File: src/rtl/bab_pkg.sv
`default_nettype none
// ----------------------------------------------------------------------------
// bab_pkg
// Shared types, sizes and codes for the bucketed address blocklist.
// ----------------------------------------------------------------------------
package bab_pkg;

    localparam int BUCKETS = 256;
    localparam int WAYS    = 16;
    localparam int ADDR_W  = 32;
    localparam int BIDX_W  = $clog2(BUCKETS);
    localparam int SLOT_W  = $clog2(WAYS);
    localparam int MODE_W  = 2;
    localparam int OCTET_CODES = 256;

    localparam logic [MODE_W-1:0] MODE_CHECK = 2'd0;
    localparam logic [MODE_W-1:0] MODE_ADD   = 2'd1;
    localparam logic [MODE_W-1:0] MODE_CLEAR = 2'd2;

    localparam logic [1:0] OP_CHECK = 2'd0;
    localparam logic [1:0] OP_ADD   = 2'd1;
    localparam logic [1:0] OP_CLEAR = 2'd2;
    localparam logic [1:0] OP_NONE  = 2'd3;

    typedef struct packed {
        logic [1:0]        op;
        logic [BIDX_W-1:0] bucket;
        logic [ADDR_W-1:0] address;
    } item_t;

    typedef struct packed {
        logic [SLOT_W-1:0]            slot;
        logic [WAYS-1:0][ADDR_W-1:0]  ways;
    } row_t;

    typedef logic [OCTET_CODES-1:0][BIDX_W-1:0] bucket_lut_t;

    function automatic bucket_lut_t build_bucket_lut();
        bucket_lut_t lut;
        for (int i = 0; i < OCTET_CODES; i++) begin
            lut[i] = BIDX_W'(i % BUCKETS);
        end
        return lut;
    endfunction

    localparam bucket_lut_t BUCKET_LUT = build_bucket_lut();

endpackage
`default_nettype wire

File: src/rtl/bab_queue.sv
`default_nettype none
// ----------------------------------------------------------------------------
// bab_queue
// Two-entry queue of decoded items between front and back.
// ----------------------------------------------------------------------------
module bab_queue import bab_pkg::*; (
    input  wire logic  aclk,
    input  wire logic  aresetn,
    input  wire logic  push_valid,
    output logic       push_ready,
    input  wire item_t push_item,
    output logic       pop_valid,
    input  wire logic  pop_ready,
    output item_t      pop_item
);

    item_t      slots_reg [2];
    logic       wr_ptr_reg, wr_ptr_next;
    logic       rd_ptr_reg, rd_ptr_next;
    logic [1:0] count_reg, count_next;
    logic       do_push, do_pop;

    assign push_ready = (count_reg != 2'd2);
    assign pop_valid  = (count_reg != 2'd0);
    assign pop_item   = slots_reg[rd_ptr_reg];
    assign do_push    = push_valid && push_ready;
    assign do_pop     = pop_valid && pop_ready;

    always_comb begin
        wr_ptr_next = do_push ? ~wr_ptr_reg : wr_ptr_reg;
        rd_ptr_next = do_pop ? ~rd_ptr_reg : rd_ptr_reg;
        count_next  = count_reg;
        if (do_push && !do_pop) begin
            count_next = count_reg + 2'd1;
        end else if (do_pop && !do_push) begin
            count_next = count_reg - 2'd1;
        end
    end

    always_ff @(posedge aclk) begin
        if (!aresetn) begin
            wr_ptr_reg <= 1'b0;
            rd_ptr_reg <= 1'b0;
            count_reg  <= 2'd0;
        end else begin
            wr_ptr_reg <= wr_ptr_next;
            rd_ptr_reg <= rd_ptr_next;
            count_reg  <= count_next;
        end
    end

    always_ff @(posedge aclk) begin
        if (do_push) begin
            slots_reg[wr_ptr_reg] <= push_item;
        end
    end

endmodule
`default_nettype wire

File: config.mk
export PLATFORM = sky130hd
export DESIGN_NAME = bab_queue
export DESIGN_NICKNAME = d
export VERILOG_FILES = /design/src/rtl/bab_pkg.sv /design/src/rtl/bab_queue.sv
export SDC_FILE = /design/constraint.sdc
export NUM_CORES = 1
export LEC_CHECK = 0
export ABC_CLOCK_PERIOD_IN_PS = 4300
export BUFFER_PORTS_ARGS = -buffer_cell sky130_fd_sc_hd__buf_2
export CAP_MARGIN = 10
export CORE_MARGIN = 3
export CORE_UTILIZATION = 33
export DETAILED_ROUTE_END_ITERATION = 8
export HOLD_SLACK_MARGIN = 0.03
export PLACE_DENSITY = 0.63
export SLEW_MARGIN = 5
export SYNTH_ARGS = -nofsm -noshare
export SYNTH_HDL_FRONTEND = slang
export SYNTH_SLANG_ARGS = --single-unit
File: constraint.sdc
create_clock -name aclk -period 4.3 [get_ports aclk]
set_input_delay 0.86 -clock aclk [delete_from_list [all_inputs] [get_ports aclk]]
set_output_delay 0.86 -clock aclk [all_outputs]
set_load 0.01 [all_outputs]
# Yosys cells after proc, flatten, opt, wreduce, memory -nomap -nowiden
# Memories as Yosys holds them, arrays and structs flattened. A register that Yosys moved wholly into a read port is not among the register bits.
# Cells that the tools add are included.
[word_totals]
wordCells = 23
mem_bits_rw = 84
regBits = 4
inputBits = 46
out_inout_bits = 44
n_memories = 1
[classes]
bitwise_logic = 2
mux = 6
n_addsub = 2
eq_ne = 1
n_reduce_logical = 8
[mem_list]
columns = ["name", "words", "width", "read_ports", "rd_ports_with_merged_regs", "write_ports", "line", "rtl"]
rows = [
  ["slots_reg", 2, 42, 1, 1, 1, "bab_queue.sv:17", "item_t slots_reg [2];"],
]
[ops]
columns = ["op", "count"]
rows = [
  ["$logic_and A1 B1 Y1", 4],
  ["$mux W1", 4],
  ["$mux W2", 2],
  ["$reduce_bool A2 Y1", 2],
  ["$add A2 B1 Y2 const B", 1],
  ["$logic_not A1 Y1", 2],
  ["$ne A2 B2 Y1 const B", 1],
  ["$not A1 Y1", 2],
  ["$sub A2 B1 Y2 const B", 1],
]

# Depth between registers and ports, before layout
[logic_depth]
word_depth = 6
mapped_depth = 6
depth_no_buf = 6

# Worst setup path before layout
# Ideal clock, no wire load.
[synth_path]
kind = "in2reg"
startpoint = "input push_valid"
endpoint = "memory slots_reg[1][0] (netlist bit) (enable)"
setup_ns = 0.404
slack_ns = 1.978
arrival_time_ns = 1.919
required_ns = 3.896
cell_stages = 1
n_path_buf = 0
cell_sequence = "and3_1"
[synth_via]
elab_chain_cells = 3
[synth_lines]
columns = ["element", "line", "rtl"]
rows = [
  ["start: declaration", "bab_queue.sv:9", "input wire logic push_valid,"],
  ["$logic_and A1 B1 Y1", "bab_queue.sv:26", "assign do_push = push_valid && push_ready;"],
  ["$mux W1", "bab_queue.sv:53", "if (do_push) begin"],
  ["$mux W1 (not written as such)", "bab_queue.sv:54", "slots_reg[wr_ptr_reg] <= push_item;"],
  ["end: declaration", "bab_queue.sv:17", ""],
]
# No other way between the ends.

==> impl_metrics.env <==
export IMPL_status="finished clean"
export IMPL_syn_area_per_cell_um2=21.1
export IMPL_die_x_um=105
export IMPL_via_per_inst=4.38
export IMPL_diodes=0
export IMPL_syn2layout_area_growth_pct=24.4
export IMPL_cp_end_kind="output pin"
export IMPL_drive_gt1_share_pct=58.8
export IMPL_globalRouteTotalUtil_pct=10.2
export IMPL_dr_pass1_iters=5
export IMPL_yosys_area_top_type="edfxtp_1"
export IMPL_design_die_area_um2=11100
export IMPL_grt_antenna_before_repair=0
export IMPL_cpLargestDelayFamily="flip-flops"
export IMPL_final_net_count=297
export IMPL_synth_distinct_cells=19
export IMPL_fin_crit_sh_pct=65.1
export IMPL_cts_buffers=9
export IMPL_avgRoutedWirePerCell_um=14.3
export IMPL_grt_pass1_vias=1805
export IMPL_synth_cells=155
export IMPL_grt_overflow_total=0
export IMPL_hold_viol=0
export IMPL_max_stage_delay_ns=1.02
export IMPL_cp_max_fo=42
export IMPL_fp_row_count=35
export IMPL_cts_tree="built"
export IMPL_crit_arrival_ns=1.94
export IMPL_clk_pin_slew_ns=0.08
export IMPL_irDropWorstVdd_mv=0.206
export IMPL_fin_tns_setup_ns=0
export IMPL_numClockSinks=89
export IMPL_worstMarginPinSlew_ns=1.04
export IMPL_yosys_warnings=0
export IMPL_seq_area_frac_synth_pct=80.4
export IMPL_synth_area_leaders="edfxtp_1 (77%), mux2_2 (14%), dfxtp_1 (3.1%), and2_1 (0.77%), buf_2 (0.77%)"
export IMPL_crit_chain="mux2_2 > buf_2"
export IMPL_die_h_um=105
export IMPL_drc=0
export IMPL_postRouteAntennaNets=0
export IMPL_insertion_delay_ns=0.34
export IMPL_htreeDepth=3
export IMPL_root_buffer="clkbuf_8"
export IMPL_drv_slew=0
export IMPL_hold_path_class="reg -> reg"
export IMPL_synth_seq_cells=89
export IMPL_multiInputGateArea_um2=613
export IMPL_hold_buffers=0
export IMPL_period_needed_ns=2.80
export IMPL_fin_area_um2=4060
export IMPL_clock_skew_ns=0.0103
export IMPL_syn_area_um2=3260
export IMPL_cp_slowest_cell="dfxtp_2"
export IMPL_slew_headroom_pct=30.5
export IMPL_start_util_pct=34.7
export IMPL_p_leak_nw=1.49
export IMPL_fmax_mhz=357
export IMPL_core_um2=9420
export IMPL_gp_congestion=0.658
export IMPL_synth_nets=202
export IMPL_drv_cap=0
export IMPL_dr_first_iter_drc_count=48
export IMPL_power_mw=2.29
export IMPL_grt_max_degree=43
export IMPL_cts_buffer_depth=2
export IMPL_power_density_nw_per_um2=564
export IMPL_yosysTopAreaCellShare_pct=77.3
export IMPL_cts_resized=0
export IMPL_setup_viol=0
export IMPL_rsz0062_at_grt="no"
export IMPL_fill_cells=880
export IMPL_port_buffers=89
export IMPL_hpwl_um=3390
export IMPL_postCtsSetupBuffers=0
export IMPL_num_vias=1681
export IMPL_worstSetupStartpointType="flop"
export IMPL_critical_path_n_buffers_inverters=1
export IMPL_grt_pass1_wl_um=8730
export IMPL_seq_area_um2=2620
export IMPL_critPathKind="reg -> out"
export IMPL_pin_count=90
export IMPL_detailed_place_area_um2=3850
export IMPL_wl_um=5510
export IMPL_fin_util_pct=43.1
export IMPL_largest_register_ffs=84
export IMPL_required_ns=3.44
==> placed cells by master (no fill, tap or decap) <==
| cell type | synthesis | routed |
|---|---|---|
| a21bo_2 | 1 | 1 |
| a21boi_0 | 1 | 1 |
| a21boi_1 | 1 | 1 |
| and2_1 | 4 | 4 |
| and3_2 | 0 | 1 |
| buf_2 | 5 | 89 |
| bufinv_16 | 0 | 2 |
| clkbuf_1 | 0 | 2 |
| clkbuf_8 | 0 | 9 |
| clkinv_1 | 0 | 1 |
| clkinv_4 | 0 | 1 |
| clkinvlp_4 | 0 | 1 |
| dfxtp_1 | 5 | 4 |
| dfxtp_2 | 0 | 1 |
| edfxtp_1 | 84 | 84 |
| ha_1 | 1 | 1 |
| inv_2 | 0 | 1 |
| mux2_2 | 42 | 42 |
| nand2b_4 | 1 | 1 |
| nand3b_1 | 1 | 1 |
| o21ai_0 | 1 | 1 |
| o21ai_1 | 1 | 1 |
| or2_2 | 1 | 1 |
| or3_1 | 1 | 1 |
| xnor2_1 | 2 | 2 |
| xor2_1 | 1 | 1 |
==> layout make-up <==
type,instances,area share [%]
Clock inverter,5,1.97
Tap cell,129,3.98
Timing Repair Buffer,89,11.0
Sequential cell,89,64.6
Multi-Input combinational cell,60,15.1
Clock buffer,11,3.24
Inverter,1,0.0925
==> worst paths after layout <==
check | endpoint | cells past startpoint | from | slack [ns]
worst max-delay path | pop_item[35] | 2 | flop | 1.50
worst min-delay path | count_reg[1]$_SDFFE_PN0P_ | 2 | count_reg[1]$_SDFFE_PN0P_ | 0.56
worst max register to register | slots_reg[1][40]$_DFFE_PP_ | 2 | count_reg[0]$_SDFFE_PN0P_ | 2.41
worst min register to register | count_reg[1]$_SDFFE_PN0P_ | 2 | count_reg[1]$_SDFFE_PN0P_ | 0.56
==> worst register-to-register path, cell delays in order (launching register included) <==
cell,delay (ns)
dfxtp_1,0.42
nand2b_4,0.18
and3_2,0.89
==> kinds of logic after synthesis <==
family	count (synthesis)	share of synthesized area [%]
and+or+nand+nor	9	1.99
muxes	42	14.5
xor gates and xnor gates	3	0.805
buffers and inverters	6	0.882
AOI/OAI and AO/OA	5	1.07
DFF	89	80.4
adders and majority gates	1	0.383
==> through the flow <==
stage | std cells | hold slack [ns] | worst slack, ns
CTS | 384 | 0.565 | 1.39
detailed placement | 368 | 0.551 | 1.78
finish | 384 | 0.564 | 1.50
global placement | 368 | 0.530 | 1.77
global route | 384 | 0.617 | 1.33
floorplan | 155 | 0.512 | 1.98
==> synth_stat cells <==
cell type / count
nand3b_1: 1
xor2_1: 1
buf_2: 5
nand2b_4: 1
inv_1: 1
o21ai_1: 1
mux2_2: 42
xnor2_1: 2
a21bo_2: 1
and2_1: 4
a21boi_0: 1
edfxtp_1: 84
a21boi_1: 1
o21ai_0: 1
dfxtp_1: 5
or3_1: 1
and3_1: 1
or2_2: 1
ha_1: 1
==> where the power goes <==
group          switching [mW]  internal [mW]  leakage (nW)  total (mW)
sequential             0.0872           1.09         0.826        1.17
combinational           0.244          0.274         0.564       0.517
clock                   0.274          0.327         0.101       0.601
total                   0.605           1.69          1.49        2.29
==> metal layers <==
layer,wire length [µm],up-vias,GRT usage [%]
li1,-,791,-
met1,2290,821,11.2
met2,2700,60,17.1
met3,430,9,3.98
met4,84,0,5.06
met5,0,-,0
Note: power is estimated with default switching activity, not from simulation.
